### src/assert_macros.svh
// assertion helpers used by the rtl
`ifndef ASSERT_MACROS_SVH
`define ASSERT_MACROS_SVH

`ifndef SYNTH

// same-cycle implication, disabled in reset
`define ASSERT_IMPLIES(lbl, clk, rst, ante, cons) \
   lbl: assert property (@(posedge clk) disable iff (rst) (ante) |-> (cons)) \
      else $error("implication check failed");

// next-cycle implication, disabled in reset
`define ASSERT_NEXT(lbl, clk, rst, ante, cons) \
   lbl: assert property (@(posedge clk) disable iff (rst) (ante) |=> (cons)) \
      else $error("next-cycle check failed");

`else

`define ASSERT_IMPLIES(lbl, clk, rst, ante, cons)
`define ASSERT_NEXT(lbl, clk, rst, ante, cons)

`endif

`endif

### src/slbs_pkg.sv
`default_nettype none

package slbs_pkg;

   // width of the running byte counter
   localparam int POSITION_BITS = 32;
   localparam int FIELD_POS_BITS = 32;

   // result queue
   localparam int QUEUE_DEPTH = 4;
   localparam int QUEUE_PTR_BITS = $clog2(QUEUE_DEPTH);
   localparam int QUEUE_CNT_BITS = $clog2(QUEUE_DEPTH + 1);

   // lexer modes
   localparam logic [2:0] MODE_NORMAL = 3'd0;
   localparam logic [2:0] MODE_STRING = 3'd1;
   localparam logic [2:0] MODE_LINE   = 3'd2;
   localparam logic [2:0] MODE_BLOCK  = 3'd3;
   localparam logic [2:0] MODE_STAR   = 3'd4;

   // error codes
   localparam logic [1:0] ERR_NONE         = 2'd0;
   localparam logic [1:0] ERR_OPEN_STRING  = 2'd1;
   localparam logic [1:0] ERR_OPEN_COMMENT = 2'd2;

   // characters
   localparam logic [7:0] CH_SLASH = 8'h2f;
   localparam logic [7:0] CH_STAR  = 8'h2a;
   localparam logic [7:0] CH_QUOTE = 8'h22;
   localparam logic [7:0] CH_NL    = 8'h0a;

   typedef struct packed {
      logic [7:0]                out_byte;
      logic                      byte_valid;
      logic                      token_start;
      logic                      is_string;
      logic [FIELD_POS_BITS-1:0] byte_position;
      logic                      done_res;
      logic [1:0]                error_code;
   } rsp_type;

   function automatic logic is_space(input logic [7:0] b);
      return (b == 8'h20) || (b == 8'h09) || (b == 8'h0a) || (b == 8'h0d);
   endfunction

   function automatic logic is_punct(input logic [7:0] b);
      case (b)
         8'h2b, 8'h2d, 8'h2a, 8'h2f, 8'h5e, 8'h28, 8'h29, 8'h7b,
         8'h7d, 8'h5b, 8'h5d, 8'h3b, 8'h2c, 8'h2e, 8'h3d: return 1'b1;
         default: return 1'b0;
      endcase
   endfunction

   // one result, kept character or empty, not final
   function automatic rsp_type make_rsp(input logic [7:0] b, input logic valid,
                                        input logic start, input logic str,
                                        input logic [POSITION_BITS-1:0] pos);
      rsp_type r;
      r.out_byte      = b;
      r.byte_valid    = valid;
      r.token_start   = start;
      r.is_string     = str;
      r.byte_position = FIELD_POS_BITS'(pos);
      r.done_res      = 1'b0;
      r.error_code    = ERR_NONE;
      return r;
   endfunction

endpackage

`default_nettype wire

### src/slbs_if.sv
`default_nettype none

// source byte channel
interface slbs_req_if;
   logic       valid;
   logic       ready;
   logic [7:0] in_byte;
   logic       in_last;

   modport source (output valid, output in_byte, output in_last, input ready);
   modport sink   (input valid, input in_byte, input in_last, output ready);
endinterface

// token character channel
interface slbs_rsp_if;
   logic        valid;
   logic        ready;
   logic [7:0]  out_byte;
   logic        byte_valid;
   logic        token_start;
   logic        is_string;
   logic [31:0] byte_position;
   logic        done_res;
   logic [1:0]  error_code;

   modport source (output valid, output out_byte, output byte_valid, output token_start,
                   output is_string, output byte_position, output done_res,
                   output error_code, input ready);
   modport sink   (input valid, input out_byte, input byte_valid, input token_start,
                   input is_string, input byte_position, input done_res,
                   input error_code, output ready);
endinterface

`default_nettype wire

### src/source_lexer_byte_stream.sv
`default_nettype none

// Streaming lexer front end: takes one source byte per cycle while req ready
// is high and drops whitespace and comments, emitting kept characters tagged
// with token start, string membership and byte offset. Each byte is
// processed in the cycle it is accepted and its results (none, one, or two
// when a held slash is released) go into a four-entry result queue that
// drains one transaction per cycle while rsp ready is high. req ready is high
// while the queue holds two or fewer results, so input runs at one byte per
// cycle whenever the result side keeps up. The last byte's final result
// carries done and the error code, and the lexer returns to its reset state.
module source_lexer_byte_stream (
   input  wire       clock,
   input  wire       reset,
   slbs_req_if.sink  req_if,
   slbs_rsp_if.source rsp_if
);
   import slbs_pkg::*;

   // lexer state
   logic [2:0]               mode_ff, mode_in;
   logic                     held_ff, held_in;
   logic [POSITION_BITS-1:0] hpos_ff, hpos_in;
   logic                     sep_ff, sep_in;
   logic [POSITION_BITS-1:0] pos_ff, pos_in;

   // result queue
   rsp_type                   queue_ff [QUEUE_DEPTH];
   logic [QUEUE_PTR_BITS-1:0] wr_ff, rd_ff;
   logic [QUEUE_CNT_BITS-1:0] cnt_ff, cnt_in;

   // per-byte results
   rsp_type    res_a, res_b;
   logic [1:0] res_n;

   logic req_acc, rsp_acc;

   assign req_if.ready = (cnt_ff <= QUEUE_CNT_BITS'(QUEUE_DEPTH - 2));
   assign req_acc      = req_if.valid && req_if.ready;
   assign rsp_acc      = rsp_if.valid && rsp_if.ready;

   // byte classification and next state
   always_comb begin
      logic [7:0] b;
      logic       last;
      logic       handle;
      logic [2:0] mode_cur;
      logic [1:0] err;
      rsp_type    r;

      b        = req_if.in_byte;
      last     = req_if.in_last;
      handle   = 1'b1;
      mode_cur = (mode_ff > MODE_STAR) ? MODE_NORMAL : mode_ff;
      err      = ERR_NONE;
      r        = make_rsp(8'd0, 1'b0, 1'b0, 1'b0, pos_ff);

      mode_in = mode_cur;
      held_in = held_ff;
      hpos_in = hpos_ff;
      sep_in  = sep_ff;
      pos_in  = pos_ff + POSITION_BITS'(1);
      res_a   = r;
      res_b   = r;
      res_n   = 2'd0;

      // release or absorb a held slash
      if (held_ff) begin
         held_in = 1'b0;
         sep_in  = 1'b1;
         if (b == CH_SLASH) begin
            mode_in = MODE_LINE;
            handle  = 1'b0;
         end else if (b == CH_STAR) begin
            mode_in = MODE_BLOCK;
            handle  = 1'b0;
         end else begin
            res_a = make_rsp(CH_SLASH, 1'b1, 1'b1, 1'b0, hpos_ff);
            res_n = 2'd1;
         end
      end

      // mode handling of the current byte
      if (handle) begin
         r = make_rsp(8'd0, 1'b0, 1'b0, 1'b0, pos_ff);
         case (mode_cur)
            MODE_STRING: begin
               r = make_rsp(b, 1'b1, 1'b0, 1'b1, pos_ff);
               if (b == CH_QUOTE) begin
                  mode_in = MODE_NORMAL;
                  sep_in  = 1'b1;
               end
            end
            MODE_LINE: begin
               if (b == CH_NL) mode_in = MODE_NORMAL;
            end
            MODE_BLOCK: begin
               if (b == CH_STAR) mode_in = MODE_STAR;
            end
            MODE_STAR: begin
               if (b == CH_SLASH) mode_in = MODE_NORMAL;
               else if (b != CH_STAR) mode_in = MODE_BLOCK;
            end
            default: begin
               if (is_space(b)) begin
                  sep_in = 1'b1;
               end else if (b == CH_QUOTE) begin
                  r       = make_rsp(b, 1'b1, 1'b1, 1'b1, pos_ff);
                  mode_in = MODE_STRING;
               end else if (b == CH_SLASH && !last) begin
                  held_in = 1'b1;
                  hpos_in = pos_ff;
               end else if (is_punct(b)) begin
                  r      = make_rsp(b, 1'b1, 1'b1, 1'b0, pos_ff);
                  sep_in = 1'b1;
               end else begin
                  r      = make_rsp(b, 1'b1, sep_in, 1'b0, pos_ff);
                  sep_in = 1'b0;
               end
            end
         endcase
         if (r.byte_valid) begin
            if (res_n == 2'd0) res_a = r;
            else res_b = r;
            res_n = res_n + 2'd1;
         end
      end

      // end of text: mark final result and return to reset state
      if (last) begin
         if (mode_in == MODE_STRING) err = ERR_OPEN_STRING;
         else if (mode_in == MODE_BLOCK || mode_in == MODE_STAR) err = ERR_OPEN_COMMENT;
         if (res_n == 2'd0) begin
            res_a = make_rsp(8'd0, 1'b0, 1'b0, 1'b0, pos_ff);
            res_n = 2'd1;
         end
         if (res_n == 2'd1) begin
            res_a.done_res   = 1'b1;
            res_a.error_code = err;
         end else begin
            res_b.done_res   = 1'b1;
            res_b.error_code = err;
         end
         mode_in = MODE_NORMAL;
         held_in = 1'b0;
         hpos_in = '0;
         sep_in  = 1'b1;
         pos_in  = '0;
      end
   end

   // lexer state registers
   always_ff @(posedge clock) begin
      if (reset) begin
         mode_ff <= MODE_NORMAL;
         held_ff <= 1'b0;
         hpos_ff <= '0;
         sep_ff  <= 1'b1;
         pos_ff  <= '0;
      end else if (req_acc) begin
         mode_ff <= mode_in;
         held_ff <= held_in;
         hpos_ff <= hpos_in;
         sep_ff  <= sep_in;
         pos_ff  <= pos_in;
      end
   end

   // queue occupancy
   always_comb begin
      cnt_in = cnt_ff;
      if (req_acc) cnt_in = cnt_in + QUEUE_CNT_BITS'(res_n);
      if (rsp_acc) cnt_in = cnt_in - QUEUE_CNT_BITS'(1);
   end

   // queue pointers
   always_ff @(posedge clock) begin
      if (reset) begin
         wr_ff  <= '0;
         rd_ff  <= '0;
         cnt_ff <= '0;
      end else begin
         cnt_ff <= cnt_in;
         if (req_acc) wr_ff <= wr_ff + QUEUE_PTR_BITS'(res_n);
         if (rsp_acc) rd_ff <= rd_ff + QUEUE_PTR_BITS'(1);
      end
   end

   // queue storage
   always_ff @(posedge clock) begin
      if (req_acc) begin
         if (res_n != 2'd0) queue_ff[wr_ff] <= res_a;
         if (res_n == 2'd2) queue_ff[wr_ff + QUEUE_PTR_BITS'(1)] <= res_b;
      end
   end

   // result channel
   assign rsp_if.valid         = (cnt_ff != '0);
   assign rsp_if.out_byte      = queue_ff[rd_ff].out_byte;
   assign rsp_if.byte_valid    = queue_ff[rd_ff].byte_valid;
   assign rsp_if.token_start   = queue_ff[rd_ff].token_start;
   assign rsp_if.is_string     = queue_ff[rd_ff].is_string;
   assign rsp_if.byte_position = queue_ff[rd_ff].byte_position;
   assign rsp_if.done_res      = queue_ff[rd_ff].done_res;
   assign rsp_if.error_code    = queue_ff[rd_ff].error_code;

`include "assert_macros.svh"

   // queue never overfills
   `ASSERT_IMPLIES(a_queue_bound, clock, reset, 1'b1, cnt_ff <= QUEUE_CNT_BITS'(QUEUE_DEPTH))
   // a held slash only exists in normal mode
   `ASSERT_IMPLIES(a_held_normal, clock, reset, held_ff, mode_ff == MODE_NORMAL)
   // last byte returns the lexer to its reset state
   `ASSERT_NEXT(a_last_resets, clock, reset, req_acc && req_if.in_last,
                mode_ff == MODE_NORMAL && !held_ff && sep_ff && pos_ff == '0)
   // every accepted byte ending a text leaves a result behind
   `ASSERT_NEXT(a_last_has_rsp, clock, reset, req_acc && req_if.in_last, cnt_ff != '0)

endmodule

`default_nettype wire

### src/flat_wrapper.sv
// flat-port wrapper written by rule: the top's interface ports become plain ports
module source_lexer_byte_stream_flat import slbs_pkg::*;
  (clock, reset, req_if_valid, req_if_in_byte, req_if_in_last, req_if_ready, rsp_if_valid, rsp_if_out_byte, rsp_if_byte_valid, rsp_if_token_start, rsp_if_is_string, rsp_if_byte_position, rsp_if_done_res, rsp_if_error_code, rsp_if_ready);
  slbs_req_if req_if_i ();
  slbs_rsp_if rsp_if_i ();
  input  wire clock;
  input  wire reset;
  input wire logic [$bits(req_if_i.valid)-1:0] req_if_valid;
  input wire logic [$bits(req_if_i.in_byte)-1:0] req_if_in_byte;
  input wire logic [$bits(req_if_i.in_last)-1:0] req_if_in_last;
  output wire logic [$bits(req_if_i.ready)-1:0] req_if_ready;
  output wire logic [$bits(rsp_if_i.valid)-1:0] rsp_if_valid;
  output wire logic [$bits(rsp_if_i.out_byte)-1:0] rsp_if_out_byte;
  output wire logic [$bits(rsp_if_i.byte_valid)-1:0] rsp_if_byte_valid;
  output wire logic [$bits(rsp_if_i.token_start)-1:0] rsp_if_token_start;
  output wire logic [$bits(rsp_if_i.is_string)-1:0] rsp_if_is_string;
  output wire logic [$bits(rsp_if_i.byte_position)-1:0] rsp_if_byte_position;
  output wire logic [$bits(rsp_if_i.done_res)-1:0] rsp_if_done_res;
  output wire logic [$bits(rsp_if_i.error_code)-1:0] rsp_if_error_code;
  input wire logic [$bits(rsp_if_i.ready)-1:0] rsp_if_ready;
  assign req_if_i.valid = req_if_valid;
  assign req_if_i.in_byte = req_if_in_byte;
  assign req_if_i.in_last = req_if_in_last;
  assign req_if_ready = req_if_i.ready;
  assign rsp_if_valid = rsp_if_i.valid;
  assign rsp_if_out_byte = rsp_if_i.out_byte;
  assign rsp_if_byte_valid = rsp_if_i.byte_valid;
  assign rsp_if_token_start = rsp_if_i.token_start;
  assign rsp_if_is_string = rsp_if_i.is_string;
  assign rsp_if_byte_position = rsp_if_i.byte_position;
  assign rsp_if_done_res = rsp_if_i.done_res;
  assign rsp_if_error_code = rsp_if_i.error_code;
  assign rsp_if_i.ready = rsp_if_ready;
  source_lexer_byte_stream u_core (.clock(clock), .reset(reset), .req_if(req_if_i), .rsp_if(rsp_if_i));
endmodule
### config.mk
export PLATFORM = sky130hd
export DESIGN_NAME = source_lexer_byte_stream_flat
export DESIGN_NICKNAME = d
export VERILOG_FILES = /design/src/slbs_pkg.sv /design/src/slbs_if.sv /design/src/source_lexer_byte_stream.sv /design/src/flat_wrapper.sv
export VERILOG_INCLUDE_DIRS = /design/src /design/src/src
export SDC_FILE = /design/constraint.sdc
export NUM_CORES = 1
export LEC_CHECK = 0
export BUFFER_PORTS_ARGS = -buffer_cell sky130_fd_sc_hd__buf_2
export CORE_MARGIN = 3
export CORE_UTILIZATION = 30
export DETAILED_ROUTE_END_ITERATION = 10
export PLACE_DENSITY_LB_ADDON = 0.12
export SYNTH_ARGS = -nofsm -noshare
export SYNTH_HDL_FRONTEND = slang
export SYNTH_SLANG_ARGS = --single-unit
### constraint.sdc
create_clock -name clock -period 5.7 [get_ports clock]
set_input_delay 0.285 -clock clock [delete_from_list [all_inputs] [get_ports clock]]
set_output_delay 0.285 -clock clock [all_outputs]
set_load 0.01 [all_outputs]
==> impl_metrics.sql, run 1 <==
INSERT INTO impl_metrics (metric_group, metric, value, unit) VALUES
('clocking', 'clock_insertion_delay_worst_skew', '0.57', 'ns'),
('sta', 'min_period', '4.17', 'ns'),
('synth', 'synth.distinct_cells', '75', ''),
('run', 'maxCapViolations', '0', ''),
('sta', 'max_freq', '240', 'MHz'),
('worst_hold_path', 'holdCritPathClass', 'in -> reg', ''),
('sta', 'timing.final.hold_violations', '0', ''),
('sta', 'timing.setup.tns', '0', 'ns'),
('finish', 'syn_to_final_growth', '14.3', '%'),
('drt', 'detailedRoute.firstPassIterationCount', '5', ''),
('sta', 'worst_pin_slew', '1.15', 'ns'),
('sta', 'fin_hold_ws', '0.115', 'ns'),
('drt', 'wire_per_inst', '20.6', 'um'),
('grt', 'via_count_of_the_first_global_routing_pass', '8955', ''),
('drt', 'initialDrtViolationCount', '621', ''),
('critical_path', 'crit_fanout', '28', ''),
('finish', 'sequential_cell_area', '0.00709', 'sq mm'),
('critical_path', 'critical_path_arrival', '4.40', 'ns'),
('finish', 'fin_util', '0.348', ''),
('clocking', 'cts-root-buf', 'sky130_fd_sc_hd__clkbuf_16', ''),
('clocking', 'cts_num_sinks', '262', ''),
('floorplanning', 'floorplan.io_pins', '61', ''),
('grt', 'antenna_violations_before_repair', '0', ''),
('floorplanning', 'core_footprint', '0.0421', 'sq mm'),
('synth', 'ys_dominant_reg_cell', 'sky130_fd_sc_hd__edfxtp_1', ''),
('synth', 'synth-async-reset-ratio', '0', ''),
('synth', 'synth_cells', '1179', ''),
('power', 'max-vdd-ir-drop', '0.225', 'mV'),
('clocking', 'hold_buffers', '0', ''),
('clocking', 'cts-resized-gates', '0', ''),
('finish', 'fin_nets', '1223', ''),
('critical_path', 'critical_path.startpoint_type', 'flop', ''),
('status', 'status', 'finished, final reports clean', ''),
('drt', 'antenna_left', '0', ''),
('critical_path', 'cpMaxStageDelayCell', 'sky130_fd_sc_hd__dfxtp_1', ''),
('critical_path', 'crit_family', 'simple AND/OR/NAND/NOR gates', ''),
('sta', 'worst_skew', '0.00913', 'ns'),
('finish', 'antenna_cells_inserted', '0', ''),
('critical_path', 'critPathCaptureType', 'flop', ''),
('critical_path', 'critical_path.n_buffers_inverters', '1', ''),
('placement', 'place_hpwl', '22.5', 'mm'),
('sta', 'timing.max_slew.rel_slack', '0.228', ''),
('grt', 'grt_max_degree', '49', ''),
('synth', 'synth_seq_cells', '262', ''),
('synth', 'synth-edff-count', '184', ''),
('floorplanning', 'std_cell_rows', '75', ''),
('critical_path', 'worst-endpoint-required', '5.94', 'ns'),
('sta', 'rsz0062_at_grt', 'false', ''),
('synth', 'synth.cell_area', '0.0128', 'sq mm'),
('floorplanning', 'die-area', '0.0453', 'sq mm'),
('floorplanning', 'die_width', '213', 'um'),
('sta', 'setup-violations-final', '0', ''),
('drt', 'detail_route.drc_violations', '0', ''),
('synth', 'ys.warnings.count', '0', ''),
('grt', 'grt_pass1_wl', '56.5', 'mm'),
('placement', 'buffer_ports.inserted', '60', ''),
('power', 'total_power_draw', '5.42', 'mW'),
('clocking', 'cts-htree-levels', '1', ''),
('drt', 'detailroute.via_count', '8847', ''),
('synth', 'syn_nets', '1198', ''),
('synth', 'synthesis.area_per_instance', '10.9', 'sq um'),
('power', 'power.density', '369', 'mW/mm^2'),
('clocking', 'cts-root-to-sink-buffers', '3', ''),
('finish', 'final_layout_size_suffix_gt1_frac', '0.185', ''),
('drt', 'routed_via_density', '5.00', ''),
('floorplanning', 'floorplan.die.height', '213', 'um'),
('critical_path', 'critPathMaxStageDelay', '0.62', 'ns'),
('sta', 'timing.final.max_slew_violations', '0', ''),
('critical_path', 'critical_path_class', 'reg -> reg', ''),
('power', 'p_leak', '5.45', 'nW'),
('grt', 'globalRoute.totalOverflow', '0', ''),
('sta', 'final.period_utilization', '0.731', ''),
('critical_path', 'path_cells', 'or3b_2 > o211ai_2 > nor2_1 > ha_1 > nand2b_1 > a41oi_1 > and3_1 > nand2_1 > o21ai_4 > buf_4', ''),
('finish', 'multi_input_logic_area', '0.00535', 'sq mm'),
('drt', 'route.final.wire_length', '36.4', 'mm'),
('clocking', 'cts_made_buffers', '31', ''),
('grt', 'grt_usage', '0.163', ''),
('clocking', 'cts_tree', 'done', ''),
('floorplanning', 'initial_utilization', '0.304', ''),
('synth', 'synth.yosys.seq_area_share', '0.553', ''),
('finish', 'final.fill_count', '4215', ''),
('placement', 'gpl.final_weighted_congestion', '0.815', ''),
('clocking', 'postCtsSetupRepairBufs', '0', ''),
('clocking', 'clk_pin_slew_worst_paths', '0.06', 'ns');
cells by family (layout without fill, tap and decap cells):
| kind of cell | after synthesis | after routing | share of synthesized area |
|---|---|---|---|
| compound gates | 129 | 129 | 0.0739 |
| fa+ha+maj | 6 | 6 | 0.00644 |
| buf+inv | 104 | 154 | 0.0370 |
| flops | 262 | 262 | 0.553 |
| mux | 86 | 86 | 0.116 |
| simple gates | 550 | 550 | 0.185 |
| xor+xnor | 42 | 42 | 0.0293 |
cell usage in the layout, fill, tap and decap left out, types with 6 or more instances in the layout:
cell type,n
sky130_fd_sc_hd__a21oi_1,16
sky130_fd_sc_hd__a22oi_1,32
sky130_fd_sc_hd__a31o_2,11
sky130_fd_sc_hd__and3_1,12
sky130_fd_sc_hd__buf_2,60
sky130_fd_sc_hd__buf_4,23
sky130_fd_sc_hd__clkbuf_1,9
sky130_fd_sc_hd__clkbuf_16,32
sky130_fd_sc_hd__clkbuf_8,6
sky130_fd_sc_hd__clkinv_2,6
sky130_fd_sc_hd__dfxtp_1,76
sky130_fd_sc_hd__edfxtp_1,184
sky130_fd_sc_hd__inv_1,10
sky130_fd_sc_hd__mux2_1,26
sky130_fd_sc_hd__mux2_2,10
sky130_fd_sc_hd__mux4_2,46
sky130_fd_sc_hd__nand2_1,337
sky130_fd_sc_hd__nand2b_1,7
sky130_fd_sc_hd__nand3_1,19
sky130_fd_sc_hd__nand4_1,12
sky130_fd_sc_hd__nor2_1,108
sky130_fd_sc_hd__nor3_1,12
sky130_fd_sc_hd__o21ai_0,24
sky130_fd_sc_hd__xnor2_1,11
sky130_fd_sc_hd__xor2_1,30
area by class of cell:
type                       count  area share
clock buffer                  47      0.0625
multi-input combinational    813       0.365
clock inverter                11     0.00503
inverter                      11     0.00282
sequential                   262       0.484
tap                          539      0.0460
timing repair buffer          85      0.0350
worst register-to-register path, cell delays in order (launching register included):
cell and delay [ns]:
sky130_fd_sc_hd__dfxtp_1 0.62, sky130_fd_sc_hd__or3b_2 0.56, sky130_fd_sc_hd__o211ai_2 0.19, sky130_fd_sc_hd__nor2_1 0.14, sky130_fd_sc_hd__ha_1 0.34, sky130_fd_sc_hd__nand2b_1 0.19, sky130_fd_sc_hd__a41oi_1 0.29, sky130_fd_sc_hd__and3_1 0.38
sky130_fd_sc_hd__nand2_1 0.19, sky130_fd_sc_hd__o21ai_4 0.45, sky130_fd_sc_hd__buf_4 0.48
final timing paths:
path,startpoint,end,slack (ns),cells past startpoint
worst min-delay path,rsp_if_ready,u_core.cnt_ff[0],0.11,4
worst max-delay path,u_core.mode_ff[2],u_core.queue_ff[0][37],1.53,10
worst max register to register,u_core.mode_ff[2],u_core.queue_ff[0][37],1.53,10
worst min register to register,u_core.sep_ff,u_core.sep_ff,0.52,2
per-stage QoR:
step / worst slack, ns / instance area (sq um) / cells
finish: 1.53 / 14700 / 1768
global route: 1.30 / 14700 / 1768
CTS: 1.56 / 14700 / 1768
detailed placement: 1.33 / 13700 / 1710
global placement: 1.43 / 13700 / 1710
floorplan: 0.624 / 12800 / 1179
where the power goes:
| part | switching [mW] | internal (mW) |
|---|---|---|
| logic | 0.648 | 0.505 |
| registers | 0.109 | 2.25 |
| clock network | 0.797 | 1.11 |
synthesized netlist by cell type, types with 4 or more instances:
cell type                    n  area (sq um)
sky130_fd_sc_hd__nor2_1    111           417
sky130_fd_sc_hd__and3_1     12          75.1
sky130_fd_sc_hd__nor3b_1     4          30.0
sky130_fd_sc_hd__mux2_2     10           113
sky130_fd_sc_hd__dfxtp_1    78          1560
sky130_fd_sc_hd__nand2b_1    8          50.1
sky130_fd_sc_hd__a22oi_1    32           240
sky130_fd_sc_hd__nand2_1   338          1270
sky130_fd_sc_hd__edfxtp_1  184          5530
sky130_fd_sc_hd__ha_1        5          62.6
sky130_fd_sc_hd__nand4_1    12          75.1
sky130_fd_sc_hd__buf_2      37           185
sky130_fd_sc_hd__a21o_1      5          37.5
sky130_fd_sc_hd__a21oi_1    17          85.1
sky130_fd_sc_hd__nand3_1    19          95.1
sky130_fd_sc_hd__or3_1       4          25.0
sky130_fd_sc_hd__o21ai_0    25           125
sky130_fd_sc_hd__buf_1       6          22.5
sky130_fd_sc_hd__xor2_1     30           263
sky130_fd_sc_hd__xnor2_1    11          96.3
sky130_fd_sc_hd__buf_6       5          56.3
sky130_fd_sc_hd__and4_1      4          35.0
sky130_fd_sc_hd__mux4_2     46          1040
sky130_fd_sc_hd__nor2b_1     4          25.0
sky130_fd_sc_hd__clkbuf_1   45           169
sky130_fd_sc_hd__o21a_1      4          30.0
sky130_fd_sc_hd__mux2_1     26           293
sky130_fd_sc_hd__and2_1      4          25.0
sky130_fd_sc_hd__mux2i_1     4          40.0
sky130_fd_sc_hd__nor3_1     12          60.1
sky130_fd_sc_hd__a31o_2     11          96.3
sky130_fd_sc_hd__inv_1      10          37.5
registers in the layout (all words and copies together), names as in the netlist, named ones only:
signal / cells
u_core.queue_ff: 184
u_core.hpos_ff: 32
u_core.pos_ff: 32
u_core.cnt_ff: 3
u_core.mode_ff: 3
u_core.rd_ff: 2
u_core.wr_ff: 2
u_core.held_ff: 1
u_core.sep_ff: 1
layer usage:
metal  vias to the layer above  part of all wire  GRT usage
met5                         -                 0          0
met4                         0             0.020     0.0342
met3                        46             0.046     0.0212
met2                       227              0.46      0.268
met1                      4319              0.47      0.233
li1                       4255                 -          -
No activity file was read; power rests on OpenSTA's default activity.
==> inputs of run 2 (changes only) <==
==> constraint.sdc (replaced) <==
create_clock -name clock -period 3.6 [get_ports clock]
set_input_delay 0.18 -clock clock [delete_from_list [all_inputs] [get_ports clock]]
set_output_delay 0.18 -clock clock [all_outputs]
set_load 0.01 [all_outputs]
==> run 2 against run 1 <==
  * Maximum frequency is 29% higher
  * Setup slack worse by 1.2 ns
  * Clock-buffer cell count is 5 lower
  * Critical path type unchanged
  * Largest cell class unchanged
==> impl_metrics.sql, run 2 (synthesis gave the netlist of run 1 again) <==
INSERT INTO impl_metrics (metric_group, metric, value, unit) VALUES
('finish', 'fin_util', '0.358', ''),
('placement', 'buffer_ports.inserted', '60', ''),
('power', 'total_power_draw', '8.72', 'mW'),
('power', 'p_leak', '5.66', 'nW'),
('drt', 'route.final.wire_length', '36.9', 'mm'),
('drt', 'wire_per_inst', '20.5', 'um'),
('finish', 'antenna_cells_inserted', '0', ''),
('grt', 'antenna_violations_before_repair', '0', ''),
('sta', 'fin_hold_ws', '0.0508', 'ns'),
('drt', 'detailedRoute.firstPassIterationCount', '5', ''),
('finish', 'syn_to_final_growth', '17.6', '%'),
('floorplanning', 'die_width', '213', 'um'),
('finish', 'reg.largest.list', 'u_core.queue_ff x184, u_core.hpos_ff x32, u_core.pos_ff x32', ''),
('clocking', 'cts_num_sinks', '262', ''),
('power', 'netSwitchingPower', '2.47', 'mW'),
('grt', 'grt_max_degree', '47', ''),
('power', 'switch_share', '0.283', ''),
('run', 'maxCapViolations', '0', ''),
('sta', 'setup-violations-final', '0', ''),
('placement', 'gpl.final_weighted_congestion', '0.815', ''),
('drt', 'antenna_left', '0', ''),
('sta', 'rsz0062_at_grt', 'false', ''),
('grt', 'grt_pass1_wl', '57.2', 'mm'),
('finish', 'fin_nets', '1256', ''),
('drt', 'detail_route.drc_violations', '0', ''),
('sta', 'final.period_utilization', '0.900', ''),
('clocking', 'cts-htree-levels', '1', ''),
('sta', 'max_freq', '309', 'MHz'),
('power', 'power.share.sequential', '0.437', ''),
('sta', 'timing.final.max_slew_violations', '0', ''),
('grt', 'via_count_of_the_first_global_routing_pass', '9082', ''),
('sta', 'worst_pin_slew', '1.08', 'ns'),
('grt', 'grt_usage', '0.164', ''),
('finish', 'final.fill_count', '4200', ''),
('clocking', 'clock_insertion_delay_worst_skew', '0.58', 'ns'),
('floorplanning', 'floorplan.io_pins', '61', ''),
('critical_path', 'critPathCaptureType', 'flop', ''),
('power', 'share_comb_of_total_power', '0.208', ''),
('clocking', 'hold_buffers', '1', ''),
('floorplanning', 'die-area', '0.0453', 'sq mm'),
('critical_path', 'critical_path_class', 'reg -> reg', ''),
('critical_path', 'critPathMaxStageDelay', '0.60', 'ns'),
('clocking', 'cts-root-buf', 'sky130_fd_sc_hd__clkbuf_16', ''),
('critical_path', 'cpMaxStageDelayCell', 'sky130_fd_sc_hd__or4b_2', ''),
('clocking', 'cts_made_buffers', '31', ''),
('power', 'max-vdd-ir-drop', '0.310', 'mV'),
('sta', 'timing.final.hold_violations', '0', ''),
('drt', 'initialDrtViolationCount', '573', ''),
('drt', 'routed_via_density', '5.01', ''),
('sta', 'min_period', '3.24', 'ns'),
('clocking', 'clk_pin_slew_worst_paths', '0.06', 'ns'),
('clocking', 'cts_tree', 'done', ''),
('placement', 'place_hpwl', '22.8', 'mm'),
('floorplanning', 'floorplan.die.height', '213', 'um'),
('clocking', 'cts-resized-gates', '0', ''),
('critical_path', 'crit_fanout', '8', ''),
('floorplanning', 'core_footprint', '0.0421', 'sq mm'),
('critical_path', 'crit_path_frequent_cell', 'sky130_fd_sc_hd__nand2_1', ''),
('critical_path', 'critical_path_arrival', '3.71', 'ns'),
('sta', 'worst_skew', '0.0242', 'ns'),
('status', 'status', 'finished, final reports clean', ''),
('critical_path', 'critical_path.startpoint_type', 'flop', ''),
('finish', 'final_layout_size_suffix_gt1_frac', '0.206', ''),
('floorplanning', 'initial_utilization', '0.304', ''),
('power', 'power.share.clock', '0.355', ''),
('clocking', 'cts-root-to-sink-buffers', '3', ''),
('grt', 'globalRoute.totalOverflow', '0', ''),
('finish', 'regMostFlops', 'u_core.queue_ff', ''),
('critical_path', 'worst-endpoint-required', '4.07', 'ns'),
('worst_hold_path', 'holdCritPathClass', 'in -> reg', ''),
('sta', 'timing.max_slew.rel_slack', '0.278', ''),
('floorplanning', 'std_cell_rows', '75', ''),
('finish', 'mostFrequentLayoutCell', 'sky130_fd_sc_hd__nand2_1', ''),
('finish', 'number_of_flip_flops_under_the_largest_register_name', '184', ''),
('finish', 'mostFrequentLayoutCells', 'sky130_fd_sc_hd__nand2_1, sky130_fd_sc_hd__edfxtp_1, sky130_fd_sc_hd__nor2_1', ''),
('power', 'power.density', '578', 'mW/mm^2'),
('drt', 'detailroute.via_count', '9024', ''),
('clocking', 'postCtsSetupRepairBufs', '0', ''),
('critical_path', 'path_cells', 'or3b_4 > o211ai_4 > nor2_2 > ha_4 > nand2_1 > nand2_1 > ha_1 > or4b_2 > o221ai_1 > nor3_1 > o41a_1 > or4_1 > o311ai_1', ''),
('power', 'p_int', '6.25', 'mW');
run 2: worst paths after layout:
kind	start	end	slack, ns	cells past startpoint
worst max-delay path	u_core.mode_ff[2]	u_core.wr_ff[1]	0.36	13
worst min-delay path	req_if_in_byte[5]	u_core.queue_ff[1][43]	0.05	2
worst max register to register	u_core.mode_ff[2]	u_core.wr_ff[1]	0.36	13
worst min register to register	u_core.sep_ff	u_core.sep_ff	0.54	2
run 2: power by group through the flow:
stage               logic, mW  clock network [mW]  registers [mW]
global route             1.97                3.31            3.86
global placement         1.87                   0            3.89
CTS                      1.88                3.19            3.83
detailed placement       1.87                   0            3.89
floorplan                1.22                   0            3.68
finish                   1.81                3.09            3.81
run 2: layout make-up:
class	instances	area [sq um]	share of cell area
Sequential cell	262	7090	0.470
Multi-Input combinational cell	813	5400	0.358
Timing Repair Buffer	118	876	0.0581
Clock buffer	42	837	0.0555
Tap cell	539	674	0.0447
Clock inverter	16	160	0.0106
Inverter	11	41.3	0.00274
run 2: worst max-delay path: cells and delay by family (launching register included):
family,cells,cell delay [ns]
adder cells (fa/ha/maj),2,0.46
AND/OR/NAND/NOR,7,1.79
AO/OA/AOI/OAI,4,0.41
flip-flops,1,0.49
run 2: through the flow:
step,cell area [sq um],setup TNS (ns),setup WS (ns),cells
after CTS,15100,0,0.323,1801
after detailed placement,14100,0,0.0763,1742
after global placement,14100,0,0.147,1742
after floorplan,12900,-6.12,-0.133,1179
after global routing,15100,0,0.163,1801
final,15100,0,0.359,1801
run 2: per-layer routing:
metal,part of all wire,global-route usage
met1,0.48,0.237
met2,0.47,0.266
met3,0.039,0.0229
met5,0,0
met4,0.014,0.0342
==> inputs of run 3 (changes only) <==
--- a/config.mk
+++ b/config.mk
@@ -6,6 +6,7 @@
 export SDC_FILE = /design/constraint.sdc
 export NUM_CORES = 1
 export LEC_CHECK = 0
+export ABC_AREA = 1
 export BUFFER_PORTS_ARGS = -buffer_cell sky130_fd_sc_hd__buf_2
 export CORE_MARGIN = 3
 export CORE_UTILIZATION = 30
==> run 3 against run 2 <==
  * Final area grew 0.17%
  * Combinational power is 5% lower
  * Final cell count up 24%
  * Critical path type unchanged
==> impl_metrics.sql, run 3 <==
INSERT INTO impl_metrics (metric_group, metric, value, unit) VALUES
('status', 'status', 'finished, final reports clean', ''),
('synth', 'synth_compound_gate_area_share', '0.171', ''),
('synth', 'synth_cells', '1591', ''),
('power', 'power.share.clock', '0.369', ''),
('synth', 'synth-edff-count', '184', ''),
('critical_path', 'critPathCaptureType', 'flop', ''),
('floorplanning', 'initial_utilization', '0.308', ''),
('sta', 'timing.max_slew.rel_slack', '0.407', ''),
('synth', 'synth_top_area_cell', 'sky130_fd_sc_hd__edfxtp_1', ''),
('floorplanning', 'std_cell_rows', '76', ''),
('critical_path', 'regToRegEndpoint', 'u_core.cnt_ff[1]', ''),
('power', 'netSwitchingPower', '2.58', 'mW'),
('worst_hold_path', 'holdPathStages', '4', ''),
('floorplanning', 'die_width', '217', 'um'),
('synth', 'synth-async-reset-ratio', '0', ''),
('run', 'maxCapViolations', '0', ''),
('worst_hold_path', 'hold_start', 'reset', ''),
('power', 'power.share.sequential', '0.428', ''),
('critical_path', 'critical_path_class', 'reg -> reg', ''),
('finish', 'regMostFlops', 'u_core.queue_ff', ''),
('synth', 'ys_dominant_reg_cell', 'sky130_fd_sc_hd__edfxtp_1', ''),
('critical_path', 'crit_family', 'adder cells', ''),
('finish', 'final_layout_size_suffix_gt1_frac', '0.112', ''),
('drt', 'initialDrtViolationCount', '637', ''),
('clocking', 'cts-resized-gates', '0', ''),
('critical_path', 'critical_path.startpoint_type', 'flop', ''),
('clocking', 'clk_pin_slew_worst_paths', '0.06', 'ns'),
('critical_path', 'r2r_slack', '0.42', 'ns'),
('clocking', 'cts-root-buf', 'sky130_fd_sc_hd__clkbuf_16', ''),
('finish', 'fin_util', '0.347', ''),
('synth', 'post_synth_main_area_contributors', 'sky130_fd_sc_hd__edfxtp_1, sky130_fd_sc_hd__nand2_1, sky130_fd_sc_hd__dfxtp_1', ''),
('clocking', 'cts_num_sinks', '262', ''),
('worst_hold_path', 'hold_path_end', 'u_core.cnt_ff[2]', ''),
('drt', 'detailroute.via_count', '11000', ''),
('power', 'share_comb_of_total_power', '0.203', ''),
('grt', 'grt_pass1_wl', '62.9', 'mm'),
('synth', 'synth_seq_cells', '262', ''),
('sta', 'setup-violations-final', '0', ''),
('finish', 'fin_nets', '1640', ''),
('synth', 'post_synth_mux_area_share', '0.000747', ''),
('synth', 'netlist.area_leader.share', '0.413', ''),
('critical_path', 'crit_fanout', '12', ''),
('grt', 'via_count_of_the_first_global_routing_pass', '10800', ''),
('synth', 'synth.cell_area', '0.0134', 'sq mm'),
('power', 'total_power_draw', '8.48', 'mW'),
('synth', 'simple_gate_share_of_the_synthesized_area', '0.216', ''),
('power', 'p_leak', '5.19', 'nW'),
('synth', 'syn_nets', '1610', ''),
('power', 'max-vdd-ir-drop', '0.325', 'mV'),
('grt', 'grt_max_degree', '72', ''),
('finish', 'number_of_flip_flops_under_the_largest_register_name', '184', ''),
('critical_path', 'cpMaxStageDelayCell', 'sky130_fd_sc_hd__fa_1', ''),
('sta', 'final.period_utilization', '0.882', ''),
('finish', 'mostFrequentLayoutCell', 'sky130_fd_sc_hd__nand2_1', ''),
('drt', 'antenna_left', '0', ''),
('critical_path', 'timing.rr.start', 'u_core.mode_ff[2]', ''),
('clocking', 'clock_insertion_delay_worst_skew', '0.57', 'ns'),
('critical_path', 'critical_path_arrival', '3.68', 'ns'),
('sta', 'worst_skew', '0.0139', 'ns'),
('grt', 'globalRoute.totalOverflow', '0', ''),
('placement', 'buffer_ports.inserted', '60', ''),
('synth', 'synthesis.area_per_instance', '8.42', 'sq um'),
('critical_path', 'critical_path.n_buffers_inverters', '4', ''),
('power', 'p_int', '5.90', 'mW'),
('clocking', 'postCtsSetupRepairBufs', '0', ''),
('sta', 'rsz0062_at_grt', 'false', ''),
('synth', 'yosysMostFrequentCell', 'sky130_fd_sc_hd__nand2_1', ''),
('sta', 'max_freq', '315', 'MHz'),
('clocking', 'hold_buffers', '2', ''),
('floorplanning', 'core_footprint', '0.0436', 'sq mm'),
('synth', 'post_synthesis_share_of_cell_area_spent_on_full_adders_half_adders_and_majority_gates', '0.00617', ''),
('critical_path', 'worst-endpoint-required', '4.10', 'ns'),
('drt', 'route.final.wire_length', '40.2', 'mm'),
('sta', 'timing.final.hold_violations', '0', ''),
('finish', 'syn_to_final_growth', '12.8', '%'),
('floorplanning', 'floorplan.io_pins', '61', ''),
('power', 'switch_share', '0.304', ''),
('critical_path', 'path_cells', 'inv_2 > nand2_2 > inv_1 > nor2_2 > nand2_1 > o21bai_4 > ha_1 > nand2_1 > inv_1 > nor2_1 > inv_1 > ha_1 > fa_1 > mux2i_1 > ha_1 > nand2_1 > nand2_1 > a21oi_1', ''),
('grt', 'antenna_violations_before_repair', '2', ''),
('clocking', 'cts_tree', 'done', ''),
('sta', 'min_period', '3.18', 'ns'),
('synth', 'synthXorXnorAreaFrac', '0.00131', ''),
('placement', 'gpl.final_weighted_congestion', '0.817', ''),
('synth', 'synth.distinct_cells', '43', ''),
('placement', 'pre_cts_ws', '0.383', 'ns'),
('critical_path', 'worst-r2r-cell-count', '18', ''),
('synth', 'ys.warnings.count', '0', ''),
('finish', 'reg.largest.list', 'u_core.queue_ff x184, u_core.hpos_ff x32, u_core.pos_ff x32', ''),
('clocking', 'cts_made_buffers', '30', ''),
('clocking', 'cts-root-to-sink-buffers', '3', ''),
('drt', 'wire_per_inst', '18.0', 'um'),
('synth', 'synth.yosys.seq_area_share', '0.529', ''),
('critical_path', 'critPathMaxStageDelay', '0.45', 'ns'),
('sta', 'layout_setup_ws', '0.423', 'ns'),
('finish', 'mostFrequentLayoutCells', 'sky130_fd_sc_hd__nand2_1, sky130_fd_sc_hd__edfxtp_1, sky130_fd_sc_hd__o21ai_0', ''),
('drt', 'routed_via_density', '4.92', ''),
('critical_path', 'crit_path_frequent_cell', 'sky130_fd_sc_hd__nand2_1', ''),
('drt', 'detail_route.drc_violations', '0', ''),
('floorplanning', 'die-area', '0.0472', 'sq mm'),
('sta', 'worst_pin_slew', '0.881', 'ns'),
('clocking', 'cts-htree-levels', '1', ''),
('grt', 'grt_usage', '0.169', ''),
('floorplanning', 'floorplan.die.height', '217', 'um'),
('worst_hold_path', 'holdCritPathClass', 'in -> reg', ''),
('drt', 'detailedRoute.firstPassIterationCount', '7', ''),
('sta', 'timing.final.max_slew_violations', '0', ''),
('synth', 'synth_top_family_by_area', 'simple AND/OR/NAND/NOR gates', ''),
('placement', 'place_hpwl', '24.6', 'mm'),
('synth', 'synth.top_cells.by_count', 'sky130_fd_sc_hd__nand2_1, sky130_fd_sc_hd__edfxtp_1, sky130_fd_sc_hd__o21ai_0, sky130_fd_sc_hd__nor2_1, sky130_fd_sc_hd__o21ai_1', ''),
('power', 'power.density', '561', 'mW/mm^2');
run 3: changes by cell type in the layout (fill, tap and decap cells not counted), moves of 46 or more:
cell                      change
sky130_fd_sc_hd__a21oi_1     +58
sky130_fd_sc_hd__inv_1       +80
sky130_fd_sc_hd__nor2_1      +55
sky130_fd_sc_hd__nand2_1     +92
sky130_fd_sc_hd__o21ai_0    +143
sky130_fd_sc_hd__o21ai_1    +124
sky130_fd_sc_hd__mux4_2      -46
run 3: area by class of cell:
| type | count | area [sq um] |
|---|---|---|
| Sequential cell | 262 | 7090 |
| Clock buffer | 37 | 808 |
| Tap cell | 585 | 732 |
| Fill cell | 4593 | 28400 |
| Antenna cell | 1 | 2.50 |
| Timing Repair Buffer | 88 | 528 |
| Inverter | 106 | 418 |
| Multi-Input combinational cell | 1133 | 5340 |
| Clock inverter | 19 | 190 |
run 3: worst max-delay path by stage:
stage	from	endpoint	cells past startpoint
final	u_core.mode_ff[2]	u_core.cnt_ff[1]	18
after global routing	u_core.mode_ff[2]	u_core.cnt_ff[1]	18
after CTS	u_core.mode_ff[2]	u_core.cnt_ff[1]	18
after detailed placement	req_if_in_byte[0]	u_core.cnt_ff[1]	18
after global placement	req_if_in_byte[0]	u_core.cnt_ff[1]	18
after floorplan	u_core.held_ff	u_core.queue_ff[0][0]	12
run 3: power by group through the flow:
| stage | Clock [mW] | Sequential [mW] | Combinational (mW) |
|---|---|---|---|
| detailed placement | 0 | 3.69 | 1.78 |
| finish | 3.12 | 3.63 | 1.72 |
| global route | 3.34 | 3.65 | 1.93 |
| CTS | 3.21 | 3.63 | 1.79 |
| global placement | 0 | 3.69 | 1.78 |
| floorplan | 0 | 3.64 | 1.03 |
run 3: kinds of logic (layout without fill, tap and decap cells):
family	after synthesis	in the layout
xor gates and xnor gates	2	2
adders and majority gates	6	6
other	0	1
DFF	262	262
AOI/OAI and AO/OA	432	432
and+or+nand+nor	692	692
buffers and inverters	196	250
muxes	1	1
run 3: worst reg2reg max path, stage by stage (launching register included):
cell                       delay [ns]
sky130_fd_sc_hd__dfxtp_1         0.36
sky130_fd_sc_hd__inv_2           0.06
sky130_fd_sc_hd__nand2_2         0.07
sky130_fd_sc_hd__inv_1           0.07
sky130_fd_sc_hd__nor2_2          0.15
sky130_fd_sc_hd__nand2_1         0.11
sky130_fd_sc_hd__o21bai_4        0.31
sky130_fd_sc_hd__ha_1            0.31
sky130_fd_sc_hd__nand2_1         0.09
sky130_fd_sc_hd__inv_1           0.04
sky130_fd_sc_hd__nor2_1          0.12
sky130_fd_sc_hd__inv_1           0.08
sky130_fd_sc_hd__ha_1            0.21
sky130_fd_sc_hd__fa_1            0.45
sky130_fd_sc_hd__mux2i_1         0.19
sky130_fd_sc_hd__ha_1            0.26
sky130_fd_sc_hd__nand2_1         0.06
sky130_fd_sc_hd__nand2_1         0.05
sky130_fd_sc_hd__a21oi_1         0.11
run 3: layer usage:
layer	global-route usage	share of wire	wire length, um
met2	0.283	0.46	18600
met4	0.0404	0.019	780
met1	0.233	0.48	19400
met5	0	0.00032	13
met3	0.0200	0.036	1440
run 3: metrics by stage:
stage	setup TNS [ns]	cells	instance area (sq um)	hold WS, ns
after floorplan	-135.00	1591	13400	0.346
after global placement	0	2172	14100	0.448
after detailed placement	0	2172	14100	0.452
after CTS	0	2230	15100	0.000524
after global routing	0	2231	15100	0.0516
final	0	2231	15100	0.0220
